## src/hdl/ffhp_pkg.sv

```systemverilog
// Shared types, codes and constants of the first-fit heap block.
package ffhp_pkg;

  localparam int MEM_BYTES_DEF  = 65536;
  localparam int HEAP_BASE_DEF  = 32768;
  localparam int HEAP_BYTES_DEF = 16384;

  localparam logic [15:0] BLK_MAGIC = 16'hABCD;
  localparam logic [7:0]  P_READ    = 8'h01;
  localparam logic [7:0]  P_WRITE   = 8'h02;
  localparam logic [7:0]  P_ALL     = 8'h07;
  localparam int          WALK_CAP  = 8192;

  localparam logic [2:0] ACT_READ    = 3'd0;
  localparam logic [2:0] ACT_WRITE   = 3'd1;
  localparam logic [2:0] ACT_ALLOC   = 3'd2;
  localparam logic [2:0] ACT_FREE    = 3'd3;
  localparam logic [2:0] ACT_PROTECT = 3'd4;

  localparam logic [2:0] ST_OK      = 3'd0;
  localparam logic [2:0] ST_INVALID = 3'd1;
  localparam logic [2:0] ST_SEGV    = 3'd2;
  localparam logic [2:0] ST_PROT    = 3'd3;
  localparam logic [2:0] ST_NOMEM   = 3'd4;

  // memory port base address select
  localparam logic [1:0] BASE_BA   = 2'd0;
  localparam logic [1:0] BASE_ADDR = 2'd1;
  localparam logic [1:0] BASE_NB   = 2'd2;

  // write buffer load select
  localparam logic [1:0] WB_FREE  = 2'd0;
  localparam logic [1:0] WB_PROT  = 2'd1;
  localparam logic [1:0] WB_ALLOC = 2'd2;
  localparam logic [1:0] WB_DATA  = 2'd3;

  typedef struct packed {
    logic [2:0]  action;
    logic [15:0] address;
    logic [15:0] length;
    logic [31:0] write_data;
    logic [7:0]  protect_flags;
  } in_t;

  typedef struct packed {
    logic [2:0]  status;
    logic [31:0] read_data;
    logic [15:0] alloc_address;
  } out_t;

  typedef struct packed {
    logic       ld_in;
    logic       clr_run;
    logic       walk_init;
    logic       walk_step;
    logic       rec0;
    logic       rec1;
    logic       rd_en;
    logic       wr_en;
    logic [1:0] base_sel;
    logic [2:0] idx;
    logic       rbuf_clr;
    logic       ld_wbuf;
    logic [1:0] wb_sel;
    logic       out_ld;
    logic [2:0] status;
  } cmd_t;

  typedef struct packed {
    logic       clr_done;
    logic [2:0] action;
    logic [2:0] len3;
    logic       len_ok;
    logic       oob;
    logic       a_in_heap;
    logic       l_in_heap;
    logic       alloc_big;
    logic       walk_live;
    logic       magic_ok;
    logic       hit0;
    logic       hit1;
    logic       found0;
    logic       found1;
    logic       last;
    logic       fit;
    logic       split;
    logic       same_blk;
    logic       b0_free;
    logic       perm_ok;
    logic       hdr_free;
    logic       aaddr_zero;
  } sts_t;

endpackage

```

## src/hdl/ffhp_ctrl.sv

```systemverilog
// Controller: sequences the reset sweep, chain walks, reads, writes and result hand-off.
module ffhp_ctrl (
  input  logic            clk,
  input  logic            rst,
  input  logic            in_valid,
  output logic            in_stall,
  output logic            out_valid,
  input  logic            out_stall,
  input  ffhp_pkg::sts_t  sts,
  output ffhp_pkg::cmd_t  cmd
);

  localparam logic [3:0] S_CLEAR  = 4'd0;
  localparam logic [3:0] S_IDLE   = 4'd1;
  localparam logic [3:0] S_DECODE = 4'd2;
  localparam logic [3:0] S_WCHK   = 4'd3;
  localparam logic [3:0] S_HRD    = 4'd4;
  localparam logic [3:0] S_HEVAL  = 4'd5;
  localparam logic [3:0] S_ARES   = 4'd6;
  localparam logic [3:0] S_DRD    = 4'd7;
  localparam logic [3:0] S_DWR    = 4'd8;
  localparam logic [3:0] S_HWR    = 4'd9;
  localparam logic [3:0] S_NWR    = 4'd10;
  localparam logic [3:0] S_FIN    = 4'd11;

  logic [3:0] state, state_next;
  logic [3:0] cnt, cnt_next;
  logic [2:0] status, status_next;
  logic       split, split_next;
  logic       out_valid_next;
  logic       access;
  logic [2:0] end_status;

  assign access   = (sts.action == ffhp_pkg::ACT_READ) || (sts.action == ffhp_pkg::ACT_WRITE);
  assign in_stall = state != S_IDLE;

  // status when the walk ends without a match
  always_comb begin
    if (access) begin
      end_status = ffhp_pkg::ST_SEGV;
    end else if (sts.action == ffhp_pkg::ACT_ALLOC) begin
      end_status = ffhp_pkg::ST_NOMEM;
    end else begin
      end_status = ffhp_pkg::ST_INVALID;
    end
  end

  always_comb begin
    state_next  = state;
    cnt_next    = cnt;
    status_next = status;
    split_next  = split;
    cmd         = '0;
    cmd.idx     = cnt[2:0];
    cmd.status  = status;
    out_valid_next = out_valid && out_stall;

    unique case (state)
      S_CLEAR: begin
        cmd.clr_run = 1'b1;
        if (sts.clr_done) state_next = S_IDLE;
      end
      S_IDLE: begin
        if (in_valid) begin
          cmd.ld_in  = 1'b1;
          state_next = S_DECODE;
        end
      end
      S_DECODE: begin
        cmd.rbuf_clr = 1'b1;
        cnt_next     = 4'd0;
        status_next  = ffhp_pkg::ST_OK;
        state_next   = S_FIN;
        if (access) begin
          priority if (!sts.len_ok) begin
            status_next = ffhp_pkg::ST_INVALID;
          end else if (sts.oob) begin
            status_next = ffhp_pkg::ST_SEGV;
          end else if (!sts.a_in_heap) begin
            if (sts.action == ffhp_pkg::ACT_READ) begin
              state_next = S_DRD;
            end else begin
              cmd.ld_wbuf = 1'b1;
              cmd.wb_sel  = ffhp_pkg::WB_DATA;
              state_next  = S_DWR;
            end
          end else if (!sts.l_in_heap) begin
            status_next = ffhp_pkg::ST_SEGV;
          end else begin
            cmd.walk_init = 1'b1;
            state_next    = S_WCHK;
          end
        end else if (sts.action == ffhp_pkg::ACT_ALLOC) begin
          if (sts.alloc_big) begin
            status_next = ffhp_pkg::ST_NOMEM;
          end else begin
            cmd.walk_init = 1'b1;
            state_next    = S_WCHK;
          end
        end else if (sts.action == ffhp_pkg::ACT_FREE || sts.action == ffhp_pkg::ACT_PROTECT) begin
          if (!sts.a_in_heap) begin
            status_next = ffhp_pkg::ST_INVALID;
          end else begin
            cmd.walk_init = 1'b1;
            state_next    = S_WCHK;
          end
        end else begin
          status_next = ffhp_pkg::ST_INVALID;
        end
      end
      S_WCHK: begin
        cnt_next = 4'd0;
        if (sts.walk_live) begin
          state_next = S_HRD;
        end else begin
          status_next = end_status;
          state_next  = S_FIN;
        end
      end
      S_HRD: begin
        cmd.base_sel = ffhp_pkg::BASE_BA;
        if (cnt < 4'd8) begin
          cmd.rd_en = 1'b1;
          cnt_next  = cnt + 4'd1;
        end else begin
          state_next = S_HEVAL;
        end
      end
      S_HEVAL: begin
        cnt_next = 4'd0;
        if (!sts.magic_ok) begin
          status_next = end_status;
          state_next  = S_FIN;
        end else if (access) begin
          cmd.rec0 = sts.hit0 && !sts.found0;
          cmd.rec1 = sts.hit1 && !sts.found1;
          if ((sts.found0 || sts.hit0) && (sts.found1 || sts.hit1)) begin
            state_next = S_ARES;
          end else if (sts.last) begin
            status_next = end_status;
            state_next  = S_FIN;
          end else begin
            cmd.walk_step = 1'b1;
            state_next    = S_WCHK;
          end
        end else if (sts.action == ffhp_pkg::ACT_ALLOC && sts.fit) begin
          cmd.ld_wbuf = 1'b1;
          cmd.wb_sel  = ffhp_pkg::WB_ALLOC;
          split_next  = sts.split;
          status_next = sts.aaddr_zero ? ffhp_pkg::ST_NOMEM : ffhp_pkg::ST_OK;
          state_next  = S_HWR;
        end else if (sts.action != ffhp_pkg::ACT_ALLOC && sts.hit0) begin
          if (sts.action == ffhp_pkg::ACT_FREE) begin
            if (sts.hdr_free) begin
              status_next = ffhp_pkg::ST_INVALID;
              state_next  = S_FIN;
            end else begin
              cmd.ld_wbuf = 1'b1;
              cmd.wb_sel  = ffhp_pkg::WB_FREE;
              state_next  = S_HWR;
            end
          end else begin
            cmd.ld_wbuf = 1'b1;
            cmd.wb_sel  = ffhp_pkg::WB_PROT;
            state_next  = S_HWR;
          end
        end else if (sts.last) begin
          status_next = end_status;
          state_next  = S_FIN;
        end else begin
          cmd.walk_step = 1'b1;
          state_next    = S_WCHK;
        end
      end
      S_ARES: begin
        cnt_next = 4'd0;
        if (!sts.same_blk || sts.b0_free) begin
          status_next = ffhp_pkg::ST_SEGV;
          state_next  = S_FIN;
        end else if (!sts.perm_ok) begin
          status_next = ffhp_pkg::ST_PROT;
          state_next  = S_FIN;
        end else if (sts.action == ffhp_pkg::ACT_READ) begin
          // drop the header bytes left over from the walk
          cmd.rbuf_clr = 1'b1;
          state_next   = S_DRD;
        end else begin
          cmd.ld_wbuf = 1'b1;
          cmd.wb_sel  = ffhp_pkg::WB_DATA;
          state_next  = S_DWR;
        end
      end
      S_DRD: begin
        cmd.base_sel = ffhp_pkg::BASE_ADDR;
        if (cnt < {1'b0, sts.len3}) begin
          cmd.rd_en = 1'b1;
          cnt_next  = cnt + 4'd1;
        end else begin
          state_next = S_FIN;
        end
      end
      S_DWR: begin
        cmd.base_sel = ffhp_pkg::BASE_ADDR;
        cmd.wr_en    = 1'b1;
        cnt_next     = cnt + 4'd1;
        if (cnt == {1'b0, sts.len3} - 4'd1) state_next = S_FIN;
      end
      S_HWR: begin
        cmd.base_sel = ffhp_pkg::BASE_BA;
        cmd.wr_en    = 1'b1;
        cnt_next     = cnt + 4'd1;
        if (cnt == 4'd7) begin
          cnt_next   = 4'd0;
          state_next = (sts.action == ffhp_pkg::ACT_ALLOC && split) ? S_NWR : S_FIN;
        end
      end
      S_NWR: begin
        cmd.base_sel = ffhp_pkg::BASE_NB;
        cmd.wr_en    = 1'b1;
        cnt_next     = cnt + 4'd1;
        if (cnt == 4'd7) state_next = S_FIN;
      end
      S_FIN: begin
        if (!out_valid || !out_stall) begin
          cmd.out_ld     = 1'b1;
          out_valid_next = 1'b1;
          state_next     = S_IDLE;
        end
      end
      default: state_next = S_IDLE;
    endcase
  end

  always_ff @(posedge clk) begin
    if (rst) begin
      state     <= S_CLEAR;
      out_valid <= 1'b0;
      cnt       <= 4'd0;
      status    <= ffhp_pkg::ST_OK;
      split     <= 1'b0;
    end else begin
      state     <= state_next;
      out_valid <= out_valid_next;
      cnt       <= cnt_next;
      status    <= status_next;
      split     <= split_next;
    end
  end

endmodule
```

## config.mk

```make
export PLATFORM = sky130hd
export DESIGN_NAME = ffhp_ctrl
export DESIGN_NICKNAME = d
export VERILOG_FILES = /design/src/hdl/ffhp_pkg.sv /design/src/hdl/ffhp_ctrl.sv
export SDC_FILE = /design/constraint.sdc
export NUM_CORES = 1
export LEC_CHECK = 0
export BUFFER_PORTS_ARGS = -buffer_cell sky130_fd_sc_hd__buf_4
export CORE_ASPECT_RATIO = 0.8
export CORE_MARGIN = 3
export CORE_UTILIZATION = 35
export CTS_CLUSTER_SIZE = 8
export DETAILED_ROUTE_END_ITERATION = 10
export PLACE_DENSITY = 0.69
export SYNTH_ARGS = -nofsm -noshare
export SYNTH_HDL_FRONTEND = slang
export SYNTH_SLANG_ARGS = --single-unit
```

## constraint.sdc

```tcl
create_clock -name clk -period 3.6 [get_ports clk]
set_input_delay 0.72 -clock clk [delete_from_list [all_inputs] [get_ports clk]]
set_output_delay 0.72 -clock clk [all_outputs]
set_load 0.01 [all_outputs]
```

Word-level counts from Yosys, hierarchy flattened
Cells that the tools add are included.
{ "word_totals": {"ff_bits": 13, "wordCells": 179, "in_bits": 30} }
{ "classes": {"reduce_logical": 30, "bitwise_logic": 1, "order_cmp": 2, "addsub": 2, "muxes": 105, "eq_ne": 34} }
{ "op_table": {"columns": ["cell", "n"], "rows": [
  ["$mux 4", 33],
  ["$mux 3", 30],
  ["$pmux 4 s12", 1],
  ["$mux 1", 29],
  ["$ne 2x2->1 const B", 11],
  ["$eq 4x3->1 const B", 5],
  ["$pmux 4 s5", 1],
  ["$eq 4x4->1 const B", 4],
  ["$mux 2", 6],
  ["$ne 6x6->1 const B", 2],
  ["$pmux 3 s4", 1],
  ["$pmux 3 s3", 1],
  ["$eq 4x2->1 const B", 2],
  ["$reduce_and 8->1", 1],
  ["$logic_and 1x1->1", 7],
  ["$eq 3x2->1 const B", 2],
  ["$logic_or 1x1->1", 6],
  ["$reduce_and 6->1", 1],
  ["$logic_not 1->1", 5],
  ["$reduce_bool 5->1", 1],
  ["$add 4x1->4 const B", 1],
  ["$eq 4x1->1 const B", 1],
  ["$eq 4x4->1", 1],
  ["$logic_not 4->1", 1],
  ["19 further kinds", 21]
]} }

Logic depth before layout (Yosys ltp)
Gate-level depths: netlist of run 1.
{ "depth": {"ltp_word": 9, "mapped_depth": 8, "ltp_nobuf": 7} }

Worst setup path before layout of run 1
OpenSTA, ideal clock, no wires.
{ "synth_timing": {"path_type": "in2out", "startpoint": "input port sts[22] (netlist name)", "endpoint": "output port cmd[6] (netlist name)", "required_ns": 2.880, "path_slack_ns": 1.184, "arrival_ns": 1.696, "stages": 5, "path_buffers": 1, "path_cell_list": "clkbuf_1 -> nor3b_2 -> and2_1 -> nor2_1 -> o21ai_0"} }
{ "synth_rtl": {"columns": ["item", "line", "source"], "rows": [
  ["start: declaration", "ffhp_ctrl.sv:9", "input ffhp_pkg::sts_t sts,"],
  ["end: declaration", "ffhp_ctrl.sv:10", "output ffhp_pkg::cmd_t cmd"]
]} }

==> summary.txt, run 1 <==
Timing
  • Worst-Margin Slew: 0.758 ns
  • Min Tclk post-route: 3.03 ns
  • Unrepaired setup endpoints after global routing: false
  • Endpoints failing setup: 0
  • Period utilization: 84.0%
  • Final hold viol count: 0
  • Slew Limit Fails: 0
  • Fmax: 331 MHz
  • Relative slew slack: 49.4%
  • Clk_skew: 0.00818 ns
  • Final TNS setup: 0 ns

Layout
  • Fin area: 2200 um^2
  • Diodes inserted: 0
  • Area grow syn2layout: 23.2%
  • Commonest non-fill, non-tap cell in the layout: buf_4
  • # nets final: 317
  • Layout Cells excl Fill: 341
  • Fin util: 46.2%
  • Layout cells sized above 1: 24.6%
  • Most frequent cells in the layout: 54 x buf_4, 23 x nor2_1, 15 x nand2_1

Critical path
  • Worst stage delay on the critical path: 0.81 ns
  • CP dominant cell by count: o21ai_0
  • CP max stage cell: dfxtp_1
  • CP startpoint kind: flip-flop
  • Endpoint class of the critical path: output port
  • Critical Path RT: 2.88 ns
  • Critical Path AT: 2.31 ns
  • Crit path kind: reg2out
  • Cell Chain, Critical Path: nand4bb_1 > or2_1 > o21ai_0 > nand2_1 > o21ai_0 > buf_4
  • CP max FO: 24

Synthesis
  • Seq/Total Area, Yosys: 14.6%
  • Top cell type's share of synthesized area: 14.6%
  • Number of flops mapped to enable cells by yosys: 0
  • Synthesized area: 1790 um^2
  • Most used DFF post-synth: dfxtp_1
  • Distinct cells, synth: 70
  • Yosys reg bits: 13
  • Ranking of synthesized cells by area: dfxtp_1 15%, nor2_1 4.8%, a21oi_1 3.9%
  • Mapped Cells: 243
  • Ys Warns: 0
  • Asr flop ratio synth: 0%
  • Avg Cell Area, Syn: 7.35 um^2
  • Mapped Nets: 278
  • Leading area contributor after synthesis: dfxtp_1

Routing
  • Total number of vias: 2033
  • Drt wl/cell: 15.4 um
  • DRT iter0 DRCs: 120
  • Vias/cell: 5.96
  • Routed wire length: 5.27 mm
  • DRT Pass-1 Iters: 5
  • Antenna Nets Post-Route: 0
  • Residual DRC: 0

Clock network
  • CTS tree: built
  • Worst-path clk slew: 0.06 ns
  • Postcts setup bufs: 0
  • Clk sink count: 13
  • Cts repair resizes: 0
  • CTS H-tree lvls: 1
  • CTS Buffer Depth: 2
  • Clock Latency Late Sink: 0.25 ns
  • Clock buffer count from CTS: 3
  • Root buf cell: clkbuf_8
  • Cts hold-fix bufs: 0

Floorplan
  • Placement Rows: 22
  • Die X: 85.9 um
  • Initial core utilization: 37.5%
  • CORE AREA: 4760 um^2
  • Chip Height: 69.9 um
  • Die footprint: 6000 um^2
  • Top Ports: 53

Global routing
  • Initial antenna violation count: 0
  • Largest net degree at the start of global routing: 27
  • Gr usage total: 16.9%
  • Vias in the first global route: 1755
  • Most Used Layer, Global Route: met1
  • Met2 GRT Util: 24.2%
  • Total grt overflow: 0
  • M1 GR Usage: 25.4%
  • Global-route wire length before repair: 8.48 mm
  • M3 GR Usage: 3.89%

Power
  • Tot Pwr: 0.982 mW
  • Maximum VDD drop: 0.237 mV
  • PD cells: 446 nW/um^2
  • Lkg Pwr: 0.876 nW

Hold path
  • HP Class: reg2reg

Placement
  • Hpwl dp: 4.15 mm
  • DP Area: 2150 um^2
  • IO buf count: 52
  • Routability cong.: 0.964
  • DP Cell Count: 337

Status
  • Outcome: finished clean

Run
  • MaxCap Viol Count: 0
[cell usage after synthesis (3+ instances only)]
library cell,count
nor2_1,23
o22a_1,5
a211oi_1,6
nor4b_1,6
inv_1,11
and3_1,3
buf_2,6
nor3_1,4
nand3b_1,4
nand2b_1,4
or2_1,4
dfxtp_1,13
mux2i_1,4
nand3_1,4
nor2b_1,6
buf_4,4
clkbuf_1,7
xnor2_1,3
nand4bb_1,3
ha_1,5
o21ai_0,12
nor3b_1,5
and2_1,4
a31oi_1,8
nand2_1,15
a21oi_1,14
o32ai_1,3
or3_1,5
[metrics by stage]
step / hold WS [ns] / worst slack [ns]
4_1_cts: 0.499 / 0.646
6_report: 0.499 / 0.575
5_1_grt: 0.512 / 0.429
2_1_floorplan: 0.464 / 1.18
3_3_place_gp: 0.485 / 0.953
3_5_place_dp: 0.489 / 0.918
[state kept, by name, indices dropped and copies added, names as in the netlist]
register   flops
out_valid      1
cnt            4
status         3
split          1
state          4
[logic make-up after synthesis]
group / share of synthesized area (%)
compound gates: 31.3
xor+xnor: 1.96
fa+ha+maj: 3.50
buf+inv: 8.61
flops: 14.6
mux: 3.50
simple gates: 36.6
[final cells by class]
type,instances,area [um^2]
flip-flops and latches,13,260
inverters,11,41.3
repair buffers,54,405
fillers,519,2560
well taps,60,75.1
multi-input cells,199,1370
clock inverters,1,5.00
clock buffers,3,41.3
[power by group]
group / total (mW) / internal [mW] / switching, mW
sequential: 0.255 / 0.176 / 0.0788
clock: 0.133 / 0.0764 / 0.0569
combinational: 0.593 / 0.286 / 0.308
[worst paths after layout]
path	startpoint	to	slack, ns	cells past startpoint
min reg2reg	out_valid	out_valid	0.50	2
max	state[2]	cmd[6]	0.57	6
max reg2reg	state[2]	status[0]	1.18	5
min	out_valid	out_valid	0.50	2
[layer usage]
metal	up-vias	wire length, um
met3	6	406
li1	1005	-
met5	-	0
met4	0	69
met2	87	2280
met1	935	2510
[worst max-delay path, delay by kind of cell, from the launching register on]
kind                   cells  cell delay [ns]
AO/OA/AOI/OAI              2             0.22
buffers and inverters      1             0.16
flip-flops                 1             0.81
AND/OR/NAND/NOR            3             0.87
(Power assumes the default switching activity.)
==> inputs of run 2 (changes only) <==
Clock period 3.6 ns to 2.9 ns, I/O delays scaled along.
==> run 2 against run 1 <==
  * Via count fell by 2.2%
  * First-iteration DRC count rose by 40%
  * Utilization rose by 0.45 points
  * Combinational power rose by 32%
  * Setup slack got worse by 0.29 ns
  * Sequential share of layout area fell by 0.11 points
  * Register-to-register slack got worse by 0.49 ns
  * Sequential cell count did not move
  * Non-clock buffer count rose by 3
  * Total power rose by 26%
  * Cell count rose by 0.88%
  * Critical path type unchanged
==> summary.txt, run 2 (synthesis gave the netlist of run 1 again) <==
Placement
  • Routability cong.: 0.935 (-3.0%)
  • Hpwl dp: 4.22 mm (+1.6%)
  • IO buf count: 52 (unchanged)
  • DP Area: 2180 um^2 (+1.0%)

Routing
  • Antenna Nets Post-Route: 0 (unchanged)
  • DRT Pass-1 Iters: 4 (-1)
  • DRT iter0 DRCs: 168 (+40%)
  • Routed wire length: 5.36 mm (+1.7%)
  • Residual DRC: 0 (unchanged)
  • Drt wl/cell: 15.6 um (+0.82%)
  • Total number of vias: 1989 (-2.2%)
  • Vias/cell: 5.78 (-3.0%)

Timing
  • Fmax: 382 MHz
  • Clk_skew: 0.00368 ns (-0.00449 ns)
  • Min Tclk post-route: 2.61 ns
  • Relative slew slack: 62.5% (+13 points)
  • Slew Limit Fails: 0 (unchanged)
  • Unrepaired setup endpoints after global routing: false
  • Final TNS setup: 0 ns (unchanged)
  • Period utilization: 90.2%
  • Worst-Margin Slew: 0.562 ns (-0.196 ns)
  • Final hold viol count: 0 (unchanged)
  • Endpoints failing setup: 0 (unchanged)

Global routing
  • Vias in the first global route: 1792 (+2.1%)
  • Initial antenna violation count: 0 (unchanged)
  • Largest net degree at the start of global routing: 25 (-7.4%)
  • Total grt overflow: 0 (unchanged)
  • Global-route wire length before repair: 8.72 mm (+2.8%)
  • Gr usage total: 17.5% (+0.60 points)

Clock network
  • CTS H-tree lvls: 1 (unchanged)
  • Worst-path clk slew: 0.06 ns (about the same)
  • Clock buffer count from CTS: 3 (unchanged)
  • CTS Buffer Depth: 2 (unchanged)
  • Cts repair resizes: 0 (unchanged)
  • Root buf cell: clkbuf_8
  • Cts hold-fix bufs: 0 (unchanged)
  • Clk sink count: 13 (unchanged)
  • Clock Latency Late Sink: 0.25 ns (about the same)
  • Postcts setup bufs: 0 (unchanged)
  • CTS tree: built

Hold path
  • Hold Path Depth: 2 (unchanged)
  • Hold Path Sink: out_valid
  • HP Class: reg2reg
  • Worst hold path startpoint: out_valid

Floorplan
  • CORE AREA: 4760 um^2 (unchanged)
  • Placement Rows: 22 (unchanged)
  • Chip Height: 69.9 um (unchanged)
  • Die X: 85.9 um (unchanged)
  • Die footprint: 6000 um^2 (unchanged)
  • Initial core utilization: 37.5% (unchanged)
  • Top Ports: 53 (unchanged)

Critical path
  • Worst Reg-to-Reg Cells: 6 (+1)
  • Reg2reg start: cnt[2]
  • Reg2reg end: cnt[2]
  • Critical Path AT: 2.03 ns (-0.28 ns)
  • CP max FO: 18 (-25%)
  • Worst R2R Setup Slack: 0.69 ns (-0.49 ns)
  • Crit path kind: reg2out
  • Critical Path RT: 2.32 ns (-0.56 ns)
  • Endpoint class of the critical path: output port
  • CP startpoint kind: flip-flop

Layout
  • Diodes inserted: 0 (unchanged)
  • # nets final: 320 (+0.95%)
  • Biggest registers after layout: cnt x4, state x4, status x3
  • Layout cells sized above 1: 25.0% (+0.44 points)
  • Commonest non-fill, non-tap cell in the layout: buf_4
  • Fin area: 2220 um^2 (+0.97%)
  • Most frequent cells in the layout: 57 x buf_4, 23 x nor2_1, 15 x nand2_1
  • Area grow syn2layout: 24.4%
  • Fill count: 475 (-8.5%)

Power
  • Lkg Pwr: 0.889 nW (+1.5%)
  • Maximum VDD drop: 0.241 mV (+1.8%)
  • PD cells: 556 nW/um^2 (+25%)

Status
  • Outcome: finished clean

Run
  • MaxCap Viol Count: 0 (unchanged)
-- run 2: worst max-delay path, cell delays in order, from the launching register on --
cell and delay, ns:
dfxtp_1 0.48, nand4bb_1 0.41, or2_1 0.34, o21ai_0 0.09, nand2_1 0.14, o21ai_0 0.15
buf_4 0.17
-- run 2: per-layer routing --
metal | wire (um) | share of wire, % | global-route usage [%]
met1 | 2560 | 48 | 26.0
met2 | 2370 | 44 | 25.8
met3 | 364 | 6.8 | 2.95
met4 | 58 | 1.1 | 4.75
met5 | 0 | 0 | 0
-- run 2: where the power goes --
group          internal [mW]  leakage, nW  switching [mW]
registers              0.219        0.106          0.0658
logic                  0.365        0.760           0.415
clock network         0.0973       0.0228          0.0729
-- run 2: stage by stage --
step / hold WS (ns) / cells / setup WS (ns) / utilization, % / total power, mW
floorplan: 0.464 / 243 / 0.764 / - / 0.836
global placement: 0.481 / 340 / 0.573 / 45.7 / 1.05
detailed placement: 0.489 / 340 / 0.507 / 45.7 / 1.06
CTS: 0.497 / 344 / 0.353 / 46.7 / 1.23
global route: 0.531 / 344 / 0.184 / 46.7 / 1.33
finish: 0.501 / 344 / 0.285 / 46.7 / 1.24
-- run 2: area by class of cell --
class / instances / area [um^2] / share of cell area [%]
sequential: 13 / 260 / 11.7
clock buffer: 4 / 45.0 / 2.03
timing repair buffer: 57 / 428 / 19.3
multi-input combinational: 199 / 1370 / 61.8
inverter: 11 / 41.3 / 1.86
tap: 60 / 75.1 / 3.38
-- run 2: how the worst max path moves through the flow --
stage               startpoint      to  slack [ns]
CTS                   state[0]  cmd[6]        0.35
finish                state[0]  cmd[6]        0.29
global route          state[0]  cmd[6]        0.18
global placement       sts[21]  cnt[2]        0.57
floorplan              sts[22]  cmd[6]        0.76
detailed placement     sts[21]  cnt[2]        0.51
